**src/hw/rtl/dfpp_pkg.sv**
```systemverilog
// Shared types, register indexes, status codes and the power-of-ten table
// for the decimal fixed-point parser. No dependencies.
package dfpp_pkg;

    localparam int MAX_ARG_LEN_DEF = 4096;

    localparam int CFG_IDX_W  = 3;
    localparam int CFG_DATA_W = 64;

    // configuration register indexes
    localparam logic [CFG_IDX_W-1:0] CFG_UNSIGNED_MODE   = 3'd0;
    localparam logic [CFG_IDX_W-1:0] CFG_LOW_BOUND       = 3'd1;
    localparam logic [CFG_IDX_W-1:0] CFG_HIGH_BOUND      = 3'd2;
    localparam logic [CFG_IDX_W-1:0] CFG_FRACTION_DIGITS = 3'd3;
    localparam logic [CFG_IDX_W-1:0] CFG_BORROW_ENABLE   = 3'd4;
    localparam logic [CFG_IDX_W-1:0] CFG_INTEGER_PART    = 3'd5;

    // result status codes
    localparam logic [1:0] STATUS_NONE  = 2'd0;
    localparam logic [1:0] STATUS_OK    = 2'd1;
    localparam logic [1:0] STATUS_RANGE = 2'd2;

    localparam logic [31:0] MAG_POS  = 32'h7FFF_FFFF;
    localparam logic [63:0] INT64_MIN = 64'h8000_0000_0000_0000;

    typedef struct packed {
        logic        unsigned_mode;
        logic [31:0] low_bound;
        logic [31:0] high_bound;
        logic [3:0]  fraction_digits;
        logic        borrow_enable;
        logic [63:0] integer_part;
    } cfg_t;

    // parser state at the end of an argument
    typedef struct packed {
        logic        has_num;
        logic        negative;
        logic        round_up;
        logic        overflowed;
        logic [31:0] accum;
        logic [3:0]  digits_left;
    } snap_t;

    // after zero padding
    typedef struct packed {
        logic        has_num;
        logic        negative;
        logic        round_up;
        logic        err;
        logic [61:0] product;
    } scaled_t;

    // 10^n for n up to 9; larger n never reaches a used result
    function automatic logic [29:0] pow_ten(input logic [3:0] n);
        logic [29:0] r;
        case (n)
            4'd0:    r = 30'd1;
            4'd1:    r = 30'd10;
            4'd2:    r = 30'd100;
            4'd3:    r = 30'd1000;
            4'd4:    r = 30'd10000;
            4'd5:    r = 30'd100000;
            4'd6:    r = 30'd1000000;
            4'd7:    r = 30'd10000000;
            4'd8:    r = 30'd100000000;
            4'd9:    r = 30'd1000000000;
            default: r = 30'd0;
        endcase
        return r;
    endfunction

endpackage

```
**src/hw/rtl/dfpp_parse.sv**
```systemverilog
// Character front end: sign/digit state machine, accumulator, counters.
// Hands a snapshot of the state to the scale stage on the last item.
// Depends on dfpp_pkg.
module dfpp_parse #(
    parameter int MAX_ARG_LEN = dfpp_pkg::MAX_ARG_LEN_DEF,
    localparam int CNT_W = $clog2(MAX_ARG_LEN + 1)
) (
    input  logic                aclk,
    input  logic                aresetn,
    input  dfpp_pkg::cfg_t      cfg,
    input  logic                s_valid,
    output logic                s_ready,
    input  logic [7:0]          s_ch,
    input  logic                s_last,
    output logic                snap_valid,
    output dfpp_pkg::snap_t     snap,
    output logic [CNT_W-1:0]    snap_count,
    input  logic                snap_ready
);
    import dfpp_pkg::*;

    localparam logic [2:0] PH_START  = 3'd0;
    localparam logic [2:0] PH_SIGN   = 3'd1;
    localparam logic [2:0] PH_DIGITS = 3'd2;
    localparam logic [2:0] PH_ENDED  = 3'd3;
    localparam logic [2:0] PH_NONE   = 3'd4;

    localparam logic [7:0] CH_ZERO  = 8'h30;
    localparam logic [7:0] CH_NINE  = 8'h39;
    localparam logic [7:0] CH_MINUS = 8'h2D;
    localparam logic [7:0] CH_PLUS  = 8'h2B;

    logic [2:0]       phase_reg, phase_next;
    logic             neg_reg, neg_next;
    logic             round_reg, round_next;
    logic             ovf_reg, ovf_next;
    logic [31:0]      accum_reg, accum_next;
    logic [3:0]       dl_reg, dl_next;
    logic [CNT_W-1:0] cnt_reg, cnt_next, cnt_inc;

    logic             snap_valid_reg;
    snap_t            snap_reg, snap_next;
    logic [CNT_W-1:0] snap_cnt_reg;

    logic        accept, is_digit, take, add_en;
    logic [3:0]  digit;
    logic [35:0] acc36, mul10, limit;

    assign s_ready    = !snap_valid_reg || snap_ready;
    assign accept     = s_valid && s_ready;
    assign snap_valid = snap_valid_reg;
    assign snap       = snap_reg;
    assign snap_count = snap_cnt_reg;

    assign is_digit = (s_ch >= CH_ZERO) && (s_ch <= CH_NINE);
    assign digit    = s_ch[3:0];
    assign acc36    = {4'b0, accum_reg};
    assign mul10    = (acc36 << 3) + (acc36 << 1) + {32'b0, digit};
    assign limit    = (cfg.fraction_digits == 4'd0 && neg_reg) ? 36'h0_8000_0000
                                                               : 36'h0_7FFF_FFFF;
    assign cnt_inc  = (cnt_reg < CNT_W'(MAX_ARG_LEN)) ? cnt_reg + CNT_W'(1) : cnt_reg;

    always_comb begin
        phase_next = phase_reg;
        neg_next   = neg_reg;
        round_next = round_reg;
        ovf_next   = ovf_reg;
        accum_next = accum_reg;
        dl_next    = dl_reg;
        cnt_next   = cnt_reg;
        take       = 1'b0;
        add_en     = 1'b0;

        unique case (phase_reg)
            PH_START: begin
                if (!cfg.unsigned_mode && (s_ch == CH_MINUS || s_ch == CH_PLUS)) begin
                    neg_next   = (s_ch == CH_MINUS);
                    cnt_next   = cnt_inc;
                    phase_next = PH_SIGN;
                end else if (is_digit) begin
                    take = 1'b1;
                end else begin
                    phase_next = PH_NONE;
                end
            end
            PH_SIGN: begin
                if (is_digit) take = 1'b1;
                else          phase_next = PH_NONE;
            end
            PH_DIGITS: begin
                if (is_digit) take = 1'b1;
                else          phase_next = PH_ENDED;
            end
            default: ;
        endcase

        if (take) begin
            cnt_next = cnt_inc;
            if (phase_reg != PH_DIGITS) begin
                // first digit starts the number
                accum_next = {28'b0, digit};
                dl_next    = (cfg.fraction_digits != 4'd0) ? cfg.fraction_digits - 4'd1
                                                           : 4'd0;
                phase_next = PH_DIGITS;
            end else if (cfg.fraction_digits == 4'd0) begin
                add_en = 1'b1;
            end else if (dl_reg != 4'd0) begin
                add_en  = 1'b1;
                dl_next = dl_reg - 4'd1;
            end else if (digit != 4'd0) begin
                // excess nonzero digit: note it for rounding
                round_next = 1'b1;
            end
        end

        if (add_en && !ovf_reg) begin
            if (mul10 > limit) ovf_next = 1'b1;
            else               accum_next = mul10[31:0];
        end
    end

    always_comb begin
        snap_next.has_num     = (phase_next == PH_DIGITS) || (phase_next == PH_ENDED);
        snap_next.negative    = neg_next;
        snap_next.round_up    = round_next;
        snap_next.overflowed  = ovf_next;
        snap_next.accum       = accum_next;
        snap_next.digits_left = dl_next;
    end

    always_ff @(posedge aclk) begin
        if (!aresetn) begin
            phase_reg      <= PH_START;
            neg_reg        <= 1'b0;
            round_reg      <= 1'b0;
            ovf_reg        <= 1'b0;
            accum_reg      <= 32'd0;
            dl_reg         <= 4'd0;
            cnt_reg        <= '0;
            snap_valid_reg <= 1'b0;
        end else begin
            if (accept) begin
                if (s_last) begin
                    phase_reg <= PH_START;
                    neg_reg   <= 1'b0;
                    round_reg <= 1'b0;
                    ovf_reg   <= 1'b0;
                    accum_reg <= 32'd0;
                    dl_reg    <= 4'd0;
                    cnt_reg   <= '0;
                end else begin
                    phase_reg <= phase_next;
                    neg_reg   <= neg_next;
                    round_reg <= round_next;
                    ovf_reg   <= ovf_next;
                    accum_reg <= accum_next;
                    dl_reg    <= dl_next;
                    cnt_reg   <= cnt_next;
                end
            end
            if (accept && s_last)  snap_valid_reg <= 1'b1;
            else if (snap_ready)   snap_valid_reg <= 1'b0;
        end
    end

    always_ff @(posedge aclk) begin
        if (accept && s_last) begin
            snap_reg     <= snap_next;
            snap_cnt_reg <= cnt_next;
        end
    end

endmodule

```
**src/hw/rtl/dfpp_scale.sv**
```systemverilog
// Zero padding stage: multiplies the kept digits by 10^digits_left and
// collects the early error cases. Depends on dfpp_pkg.
module dfpp_scale #(
    parameter int MAX_ARG_LEN = dfpp_pkg::MAX_ARG_LEN_DEF,
    localparam int CNT_W = $clog2(MAX_ARG_LEN + 1)
) (
    input  logic                aclk,
    input  logic                aresetn,
    input  dfpp_pkg::cfg_t      cfg,
    input  logic                in_valid,
    output logic                in_ready,
    input  dfpp_pkg::snap_t     in_snap,
    input  logic [CNT_W-1:0]    in_count,
    output logic                out_valid,
    output dfpp_pkg::scaled_t   out_data,
    output logic [CNT_W-1:0]    out_count,
    input  logic                out_ready
);
    import dfpp_pkg::*;

    logic             valid_reg;
    scaled_t          data_reg, data_next;
    logic [CNT_W-1:0] count_reg;
    logic             frac_mode;
    logic [3:0]       pad_idx;

    assign in_ready  = !valid_reg || out_ready;
    assign out_valid = valid_reg;
    assign out_data  = data_reg;
    assign out_count = count_reg;

    assign frac_mode = (cfg.fraction_digits != 4'd0);
    assign pad_idx   = frac_mode ? in_snap.digits_left : 4'd0;

    always_comb begin
        data_next.has_num  = in_snap.has_num;
        data_next.negative = in_snap.negative;
        data_next.round_up = in_snap.round_up;
        data_next.err      = in_snap.overflowed
                          || (frac_mode && in_snap.negative && cfg.fraction_digits >= 4'd10)
                          || (frac_mode && in_snap.digits_left > 4'd9
                              && in_snap.accum != 32'd0);
        data_next.product  = {30'b0, in_snap.accum} * {32'b0, pow_ten(pad_idx)};
    end

    always_ff @(posedge aclk) begin
        if (!aresetn) begin
            valid_reg <= 1'b0;
        end else if (in_ready) begin
            valid_reg <= in_valid;
        end
    end

    always_ff @(posedge aclk) begin
        if (in_ready && in_valid) begin
            data_reg  <= data_next;
            count_reg <= in_count;
        end
    end

endmodule

```
**src/hw/rtl/dfpp_finish.sv**
```systemverilog
// Result stage: sign, borrow form, range check and the output register.
// Depends on dfpp_pkg.
module dfpp_finish #(
    parameter int MAX_ARG_LEN = dfpp_pkg::MAX_ARG_LEN_DEF,
    localparam int CNT_W = $clog2(MAX_ARG_LEN + 1)
) (
    input  logic                aclk,
    input  logic                aresetn,
    input  dfpp_pkg::cfg_t      cfg,
    input  logic                in_valid,
    output logic                in_ready,
    input  dfpp_pkg::scaled_t   in_data,
    input  logic [CNT_W-1:0]    in_count,
    output logic                m_valid,
    input  logic                m_ready,
    output logic [1:0]          m_status,
    output logic signed [31:0]  m_parsed_value,
    output logic [CNT_W-1:0]    m_consumed,
    output logic signed [63:0]  m_integer_part_out,
    output logic                m_borrowed
);
    import dfpp_pkg::*;

    logic               valid_reg;
    logic [1:0]         status_reg, status_next;
    logic [31:0]        value_reg, value_next;
    logic [CNT_W-1:0]   consumed_reg, consumed_next;
    logic [63:0]        ipart_reg, ipart_next;
    logic               borrowed_reg, borrowed_next;

    logic               frac_mode, prod_ovf, do_borrow, inc, range_bad, borrow_bad;
    logic               ok;
    logic [31:0]        mag;
    logic signed [33:0] v, min34, max34;

    assign in_ready = !valid_reg || m_ready;

    assign frac_mode = (cfg.fraction_digits != 4'd0);
    assign prod_ovf  = frac_mode && (|in_data.product[61:31]);
    assign mag       = in_data.product[31:0];
    assign do_borrow = frac_mode && in_data.negative && cfg.borrow_enable;
    assign inc       = in_data.round_up && (mag != MAG_POS);
    assign min34     = $signed({{2{cfg.low_bound[31]}}, cfg.low_bound});
    assign max34     = $signed({{2{cfg.high_bound[31]}}, cfg.high_bound});

    always_comb begin
        // borrow form: 10^frac - mag - round, one adder with carry-in
        if (do_borrow)
            v = $signed({4'b0, pow_ten(cfg.fraction_digits)}) - $signed({2'b0, mag})
                - $signed({33'b0, inc});
        else if (in_data.negative)
            v = -$signed({2'b0, mag});
        else
            v = $signed({2'b0, mag});
    end

    assign range_bad  = (v < min34) || (v > max34);
    assign borrow_bad = do_borrow && (cfg.integer_part == INT64_MIN);
    assign ok = in_data.has_num && !in_data.err && !prod_ovf && !range_bad && !borrow_bad;

    always_comb begin
        if (!in_data.has_num) status_next = STATUS_NONE;
        else if (!ok)         status_next = STATUS_RANGE;
        else                  status_next = STATUS_OK;
        value_next    = ok ? v[31:0] : 32'd0;
        consumed_next = ok ? in_count : '0;
        borrowed_next = ok && do_borrow;
        ipart_next    = (ok && do_borrow) ? cfg.integer_part - 64'd1 : cfg.integer_part;
    end

    always_ff @(posedge aclk) begin
        if (!aresetn) begin
            valid_reg <= 1'b0;
        end else if (in_ready) begin
            valid_reg <= in_valid;
        end
    end

    always_ff @(posedge aclk) begin
        if (in_ready && in_valid) begin
            status_reg   <= status_next;
            value_reg    <= value_next;
            consumed_reg <= consumed_next;
            ipart_reg    <= ipart_next;
            borrowed_reg <= borrowed_next;
        end
    end

    assign m_valid            = valid_reg;
    assign m_status           = status_reg;
    assign m_parsed_value     = $signed(value_reg);
    assign m_consumed         = consumed_reg;
    assign m_integer_part_out = $signed(ipart_reg);
    assign m_borrowed         = borrowed_reg;

endmodule

```
**src/hw/rtl/decimal_fixed_point_parser_core.sv**
```systemverilog
// Top level of the decimal fixed-point parser: configuration registers,
// parse / scale / finish stages. Depends on dfpp_pkg, dfpp_parse,
// dfpp_scale, dfpp_finish.
//
// Streams the characters of one argument, one item per cycle on s_* while
// s_ready is high, and parses its leading decimal number into a signed
// 32-bit value; the state of the argument lives in the parse stage. The
// item with s_last set closes the argument and produces one result on m_*,
// registered in turn in the parse stage's snapshot register, in the scale
// stage (the 32x30 multiply by 10^digits_left that pads missing fraction
// digits) and in the finish stage (sign or borrow form, min/max check,
// borrow from integer_part). All three stages hold an item each, so
// arguments may follow each other back to back, including one-character
// arguments, and input keeps flowing while a result waits at m_* until two
// more results are queued inside. Status 0 means no number, 1 a parsed
// value, 2 out of range or overflow; consumed counts sign and all digits,
// saturating at MAX_ARG_LEN, and is zero unless status is 1. Configuration
// registers are written through cfg_we / cfg_index / cfg_wdata; the user
// must write them only while no argument is in flight, which the block
// itself does not enforce. An unknown index is ignored.
module decimal_fixed_point_parser_core #(
    parameter int MAX_ARG_LEN = dfpp_pkg::MAX_ARG_LEN_DEF,
    localparam int CNT_W = $clog2(MAX_ARG_LEN + 1)
) (
    input  logic                               aclk,
    input  logic                               aresetn,
    // configuration write port
    input  logic                               cfg_we,
    input  logic [dfpp_pkg::CFG_IDX_W-1:0]     cfg_index,
    input  logic [dfpp_pkg::CFG_DATA_W-1:0]    cfg_wdata,
    // character input
    input  logic                               s_valid,
    output logic                               s_ready,
    input  logic [7:0]                         s_ch,
    input  logic                               s_last,
    // result output
    output logic                               m_valid,
    input  logic                               m_ready,
    output logic [1:0]                         m_status,
    output logic signed [31:0]                 m_parsed_value,
    output logic [CNT_W-1:0]                   m_consumed,
    output logic signed [63:0]                 m_integer_part_out,
    output logic                               m_borrowed
);
    import dfpp_pkg::*;

    cfg_t             cfg_reg;

    logic             snap_valid, snap_ready;
    snap_t            snap;
    logic [CNT_W-1:0] snap_count;

    logic             scl_valid, scl_ready;
    scaled_t          scl_data;
    logic [CNT_W-1:0] scl_count;

    // configuration registers
    always_ff @(posedge aclk) begin
        if (!aresetn) begin
            cfg_reg.unsigned_mode   <= 1'b0;
            cfg_reg.low_bound       <= 32'h8000_0000;
            cfg_reg.high_bound      <= 32'h7FFF_FFFF;
            cfg_reg.fraction_digits <= 4'd0;
            cfg_reg.borrow_enable   <= 1'b0;
            cfg_reg.integer_part    <= 64'd0;
        end else if (cfg_we) begin
            unique case (cfg_index)
                CFG_UNSIGNED_MODE:   cfg_reg.unsigned_mode   <= cfg_wdata[0];
                CFG_LOW_BOUND:       cfg_reg.low_bound       <= cfg_wdata[31:0];
                CFG_HIGH_BOUND:      cfg_reg.high_bound      <= cfg_wdata[31:0];
                CFG_FRACTION_DIGITS: cfg_reg.fraction_digits <= cfg_wdata[3:0];
                CFG_BORROW_ENABLE:   cfg_reg.borrow_enable   <= cfg_wdata[0];
                CFG_INTEGER_PART:    cfg_reg.integer_part    <= cfg_wdata;
                default: ;
            endcase
        end
    end

    dfpp_parse #(.MAX_ARG_LEN(MAX_ARG_LEN)) u_parse (
        .aclk       (aclk),
        .aresetn    (aresetn),
        .cfg        (cfg_reg),
        .s_valid    (s_valid),
        .s_ready    (s_ready),
        .s_ch       (s_ch),
        .s_last     (s_last),
        .snap_valid (snap_valid),
        .snap       (snap),
        .snap_count (snap_count),
        .snap_ready (snap_ready)
    );

    dfpp_scale #(.MAX_ARG_LEN(MAX_ARG_LEN)) u_scale (
        .aclk      (aclk),
        .aresetn   (aresetn),
        .cfg       (cfg_reg),
        .in_valid  (snap_valid),
        .in_ready  (snap_ready),
        .in_snap   (snap),
        .in_count  (snap_count),
        .out_valid (scl_valid),
        .out_data  (scl_data),
        .out_count (scl_count),
        .out_ready (scl_ready)
    );

    dfpp_finish #(.MAX_ARG_LEN(MAX_ARG_LEN)) u_finish (
        .aclk               (aclk),
        .aresetn            (aresetn),
        .cfg                (cfg_reg),
        .in_valid           (scl_valid),
        .in_ready           (scl_ready),
        .in_data            (scl_data),
        .in_count           (scl_count),
        .m_valid            (m_valid),
        .m_ready            (m_ready),
        .m_status           (m_status),
        .m_parsed_value     (m_parsed_value),
        .m_consumed         (m_consumed),
        .m_integer_part_out (m_integer_part_out),
        .m_borrowed         (m_borrowed)
    );

    // a failed or empty parse reports no value, count or borrow
    a_fail_fields: assert property (@(posedge aclk) disable iff (!aresetn)
        m_valid && m_status != STATUS_OK
        |-> m_consumed == '0 && !m_borrowed && m_parsed_value == 32'sd0)
        else $error("non-ok result carries payload");

    // reported integer part is one below the register after a borrow
    a_borrow_dec: assert property (@(posedge aclk) disable iff (!aresetn)
        m_valid && m_borrowed
        |-> m_status == STATUS_OK && m_integer_part_out == cfg_reg.integer_part - 64'd1)
        else $error("borrow result inconsistent");

    // count saturates and status stays within its codes
    a_count_status: assert property (@(posedge aclk) disable iff (!aresetn)
        m_valid |-> m_consumed <= CNT_W'(MAX_ARG_LEN)
                    && (m_status == STATUS_NONE || m_status == STATUS_OK
                        || m_status == STATUS_RANGE))
        else $error("consumed count or status out of range");

    // no result appears without an item in the scale stage the cycle before
    a_result_source: assert property (@(posedge aclk) disable iff (!aresetn)
        $rose(m_valid) |-> $past(scl_valid))
        else $error("result without source item");

endmodule

```
**config.mk**
```make
export PLATFORM = sky130hd
export DESIGN_NAME = decimal_fixed_point_parser_core
export DESIGN_NICKNAME = d
export VERILOG_FILES = /design/src/hw/rtl/dfpp_pkg.sv /design/src/hw/rtl/dfpp_parse.sv /design/src/hw/rtl/dfpp_scale.sv /design/src/hw/rtl/dfpp_finish.sv /design/src/hw/rtl/decimal_fixed_point_parser_core.sv
export SDC_FILE = /design/constraint.sdc
export NUM_CORES = 2
export LEC_CHECK = 0
export ABC_AREA = 1
export BUFFER_PORTS_ARGS = -buffer_cell sky130_fd_sc_hd__buf_2
export CORE_MARGIN = 1.5
export CORE_UTILIZATION = 60
export DETAILED_ROUTE_END_ITERATION = 7
export HOLD_SLACK_MARGIN = 0.1
export PLACE_DENSITY_LB_ADDON = 0.25
export SLEW_MARGIN = 0
export SYNTH_ARGS = -nofsm -noshare
export SYNTH_HDL_FRONTEND = slang
export SYNTH_SLANG_ARGS = --single-unit
```
**constraint.sdc**
```tcl
create_clock -name aclk -period 15.3 [get_ports aclk]
set_input_delay 0 -clock aclk [delete_from_list [all_inputs] [get_ports aclk]]
set_output_delay 0 -clock aclk [all_outputs]
set_load 0.02 [all_outputs]
```
-- Yosys cells after proc, flatten, opt, wreduce, memory -nomap -nowiden
Memory sizes are Yosys's and may differ from the RTL's. A register that Yosys moved wholly into a read port is not among the register bits.
Index checks and enable logic that the tools add are counted.
- reductions and logical operators: 55
- multipliers: 1
- add/subtract/negate cells: 9
- mux-type cells: 53
- equality and inequality tests: 14
- $lt $le $gt $ge: 8
- operators by type and width (cell ; number):
    $mux W32 ; 6
    $mux W34 ; 2
    $mux W13 ; 5
    $eq A64 B64 Y1 const B ; 1
    $mux W64 ; 1
    $sub A64 B1 Y64 const B ; 1
    $mul A32 B30 Y62 ; 1
    $add A35 B33 Y36 ; 1
    $add A36 B4 Y36 ; 1
    $gt A36 B36 Y1 ; 1
    $mux W4 ; 9
    $gt A34 B32 Y1 ; 1
    $lt A34 B32 Y1 ; 1
    $neg A32 Y34 ; 1
    $sub A34 B2 Y34 ; 1
    $sub A30 B32 Y33 ; 1
    $ne A32 B31 Y1 const B ; 1
    $reduce_bool A32 Y1 ; 1
    $reduce_or A31 Y1 ; 1
    $mux W30 ; 1
    $logic_and A1 B1 Y1 ; 22
    $mux W1 ; 20
    $mux W3 ; 6
    $eq A8 B6 Y1 const B ; 2
    22 further kinds ; 52
- register bits after elaboration: 436
- bits in read-only memories: 960
- memories: 2
- logic and storage cells: 176
- output and inout bits: 114
- memories (memory ; depth ; bits a word ; read ports ; clocked after Yosys merged registers in ; wr ports ; line ; text):
    (name not given) ; 16 ; 30 ; 1 ; 1 ; 0 ; dfpp_pkg.sv:57 ; case (n)
    (name not given) ; 16 ; 30 ; 1 ; 0 ; 0 ; dfpp_pkg.sv:57 ;

-- Longest topological paths before layout
- word-level depth: 14
- depth in mapped cells: 47
- gate-level depth less buffers: 47

-- Modules after synthesis
Synthesis repeated with hierarchy kept, for this count alone.
- cells, all modules: 8230
- area, all modules: 61398.9 sq um
- by module, submodules not included (module ; area an instance (sq um) ; cells an instance ; seq. area each (sq um) ; instances):
    dfpp_scale ; 34134.0 ; 4210 ; 2392.3 ; 1
    dfpp_finish ; 13520.5 ; 2109 ; 3383.2 ; 1
    dfpp_parse ; 8423.1 ; 1137 ; 2712.6 ; 1
    decimal_fixed_point_parser_core ; 5321.4 ; 774 ; 2682.6 ; 1

-- Worst setup path before layout
Ideal clock, no wire load.
- path type: register to register
- from: register cfg_reg[66] in the netlist's numbering
- to: register u_scale.data_reg, in the netlist u_scale.out_data[58] (data pin)
- period minus slack after synthesis: 8.056 ns
- stages on the path, launching flop included: 40
- required time: 15.048 ns
- path slack: 7.244 ns
- buffers on the path: 2
- arrival time: 7.803 ns
- setup time: 0.252 ns
- path through: dfxtp_1 > inv_2 > nand2_2 > nor2_4 > nand2_4 > inv_4 > nor2_1 > inv_1 > ha_1 > nand3_1 > clkinv_1 > nor2_1 > buf_2 > buf_2 > nor2_1 > fa_1 > fa_1 > inv_1 > [... 4 more ...] > fa_1 > fa_1 > inv_1 > fa_1 > inv_1 > ha_1 > nand2_1 > nor2_1 > inv_1 > nor4_1 > nand3_1 > nand3_1 > nand2_1 > o211ai_1 > a21o_1 > nand2_1 > nand3_1 > nand2_1
- RTL lines (what ; line ; text):
    from (decl) ; decimal_fixed_point_parser_core.sv:47 ; cfg_t cfg_reg;
    to (signal assigned) ; dfpp_scale.sv:56 ; data_reg <= data_next;
    to (decl) ; dfpp_scale.sv:22 ; scaled_t data_reg, data_next;

==> key figures <==
Floorplan
  • Starting Density: about three fifths
  • I/O pin cnt: 195
  • Die area: between 90000 and 100000 um^2
  • Die Y: about 320 um
  • Core ar.: between 90000 and 100000 um^2
  • Site row count: about 110
  • Die X: about 320 um

Finish
  • Area Growth Syn to Fin: 8.83%
  • Layout Nets: 8933
  • Design area: 63800 um^2
  • Largest register FFs: roughly 130
  • Layout cells sized above 1: 5.91%

Detailed routing
  • Drt pass-1 iters: 8
  • WL/cell: roughly 22 um
  • Final WL: around 190000 um
  • Vias: 51000
  • Vias per cell: ~5.7
  • Initial DRC Count: 5096
  • Antenna-violating nets left: 0
  • DRC Markers: 0

Clocking
  • Clk buf depth: 3
  • CTS tree: done
  • Number of gates resized after CTS: 0
  • CTS Buf Count: 51
  • H-tree depth: 2
  • Setup Fix Bufs, Post-CTS: 0
  • Worst skew pair latency: approximately 0.66 ns
  • Clk sinks: roughly 460
  • CTS root buffer: clkbuf_16
  • CTS Hold Bufs: roughly 120
  • CTS clk-pin slew, worst paths: 0.07 ns

Global route
  • Vias in the first global route: slightly above 50000
  • Initial antenna violation count: 5
  • Pin count of the biggest net entering global routing: 90
  • Total gr overflow: 0
  • Gr usage total: 38.8%
  • First-pass GRT wire length: 293000 um

Yosys
  • Synthesized area per cell: 7.94 um^2
  • Top cells by area, synth: fa_1, edfxtp_1, ha_1
  • Synth top area share: 27.6%
  • Mapped Cells: approximately 7400
  • Main synth FF type: edfxtp_1
  • Warnings from Yosys: 0
  • Post-synth EDFFs: around 240
  • Synth cell count leaders: inv_1, nand2_1, nor2_1
  • Post-synth top area cell: fa_1
  • Synth cell types: 64
  • Top-count cell post-synth: inv_1
  • Register area share after synthesis: between 10% and 20%
  • Post-synth ARST share: 0%
  • #FFs+latches synth: approximately 460
  • Synth Cell Area: slightly below 60000 um^2
  • Syn_nets: about 9000

Power and ir drop
  • Reg power frac: roughly 25%
  • Leakage power figure: approximately 33 nW
  • Cell Pwr Density: approximately 96 nW/um^2
  • Maximum VDD drop: ~0.00016 V
  • Clock share of power: between 20% and 30%
  • Sw Pwr: around 0.0028 W
  • Int Pwr: about 0.0033 W
  • Sw Ratio: a little under half
  • Comb power frac: around 53%

Timing
  • Worst Clk Skew: around 0.072 ns
  • RSZ-0062 raised after global routing: false
  • Count of pins over their slew limit: 0
  • Final hold viol count: 0
  • Worst slew pin tran: ~1.3 ns
  • Setup TNS: 0 ns
  • Min cycle time layout: 10.42 ns
  • Final Cycle Share: 68.1%
  • Relative slew slack: about an eighth
  • Final-report setup violation count: 0
  • Fmax: 95.9 MHz

Worst setup path
  • Kind of critical path: register to register
  • CP most frequent cell: fa_1
  • Kind of start point of the critical path: register
  • Reg-to-Reg Start: cfg_reg[66]
  • R2r endpoint: u_scale.out_data[58]
  • Critical path required time: between 15 and 20 ns
  • Max incr delay on CP: 0.85 ns
  • Crit Path Max Fanout: 28
  • FF-to-FF path depth: 38
  • Crit path to: u_scale.out_data[58]
  • CP endpoint kind: register
  • Critical Path Source: cfg_reg[66]
  • CP arrival: approximately 11 ns
  • R2r setup slk: between 4 and 5 ns
  • Max stage delay cell, worst path: clkinv_1

Placed design
  • Hpwl dp: 151000 um
  • Port bufs: a little under 200
  • Area post-placement: 60700 um^2
  • Routability cong.: between 1 and 1.5

Min path
  • Hold Path Class: primary input to register
  • WHS Path Cells: 4

Run status
  • Status: completed

Flow run
  • Max-cap violations: 0
-- per-stage QoR --
step | instances | setup slack, ns | util, % | total power, W | hold slack, ns
finish | 8888 | 4.88 | 65.9 | 0.00613 | 0.0993
detailed placement | 8668 | 5.07 | 62.7 | 0.00465 | 0.230
CTS | 8885 | 5.10 | 65.9 | 0.00606 | 0.100
global route | 8885 | 4.38 | 65.9 | 0.00652 | 0.128
floorplan | 7379 | 7.24 | - | 0.00366 | 0.126
global placement | 8668 | 5.42 | 62.7 | 0.00463 | 0.226
-- critical path: cells and delay by family, from the launching register on --
family | cells | cell delay [ns]
flops | 1 | 0.39
simple gates | 17 | 2.97
fa+ha+maj | 10 | 4.74
buf+inv | 9 | 1.75
compound gates | 2 | 0.33
-- cell families (layout without fill, tap and decap cells) --
| kind of cell | after synthesis | count (layout) | share of synthesized area [%] |
|---|---|---|---|
| compound gates | 723 | 723 | 6.86 |
| xor+xnor | 201 | 201 | 3.04 |
| fa+ha+maj | 1286 | 1286 | 37.8 |
| buf+inv | 1725 | 1955 | 11.3 |
| flops | 459 | 459 | 19.9 |
| mux | 2 | 2 | 0.0384 |
| other cells | 0 | 3 | 0 |
| simple gates | 2983 | 2983 | 21.1 |
-- final cells by class --
type / instances / area, um^2
Multi-Input combinational cell: 5195 / 40400
Fill cell: 8268 / 32900
Sequential cell: 459 / 11600
Inverter: 1485 / 5580
Timing Repair Buffer: 374 / 2630
Tap cell: 1276 / 1600
Clock buffer: 61 / 1400
Clock inverter: 35 / 475
Antenna cell: 3 / 7.51
-- cells in the final DEF (no fill, tap or decap), types with 7 or more instances in the layout --
cell type / synthesis / final
a31oi_1: 28 / 28
xor2_1: 134 / 134
dfxtp_1: 215 / 215
bufinv_16: 0 / 9
nand4_1: 172 / 172
nand2_2: 18 / 20
nor3_1: 69 / 69
inv_2: 12 / 14
o21bai_1: 18 / 18
ha_1: 478 / 478
nand2_1: 1378 / 1376
o21ai_0: 249 / 248
dlygate4sd3_1: 0 / 121
nor2_4: 7 / 11
a21oi_1: 299 / 297
a21o_1: 13 / 13
clkinv_2: 0 / 10
nor2_2: 13 / 14
buf_4: 19 / 60
nand3b_1: 7 / 7
nor4_1: 37 / 37
xnor2_1: 64 / 64
o211ai_1: 40 / 40
a21boi_0: 8 / 8
fa_1: 808 / 808
o21ai_1: 15 / 14
clkbuf_16: 0 / 53
edfxtp_1: 244 / 244
o21a_1: 15 / 15
inv_1: 1451 / 1449
clkinv_1: 21 / 21
buf_2: 26 / 193
nor2_1: 1063 / 1058
nor3_2: 10 / 9
nand3_1: 185 / 184
o22ai_1: 11 / 11
-- power by group through the flow --
stage	clock network (W)	registers [W]	logic (W)
floorplan	0	0.00150	0.00215
global placement	0	0.00154	0.00309
detailed placement	0	0.00154	0.00311
CTS	0.00139	0.00151	0.00316
global route	0.00143	0.00152	0.00357
finish	0.00138	0.00151	0.00324
-- how the worst min path moves through the flow --
stage	slack, ns	endpoint	startpoint
finish	0.1	cfg_reg[32]	cfg_wdata[32]
global route	0.13	cfg_reg[39]	cfg_wdata[39]
CTS	0.10	cfg_reg[33]	cfg_wdata[33]
detailed placement	0.23	cfg_reg[39]	cfg_wdata[39]
global placement	0.23	cfg_reg[32]	cfg_wdata[32]
floorplan	0.13	cfg_reg[69]	cfg_wdata[0]
-- layer usage --
layer  track usage, %  vias up  part of all wire [%]
met2             62.4     2747                    45
met1             49.6    24300                    39
met5                0        -                 0.019
met3             8.04      644                   9.9
met4             20.1        6                   6.1
li1                 -    23200                     -
No activity file was read; power rests on OpenSTA's default activity.
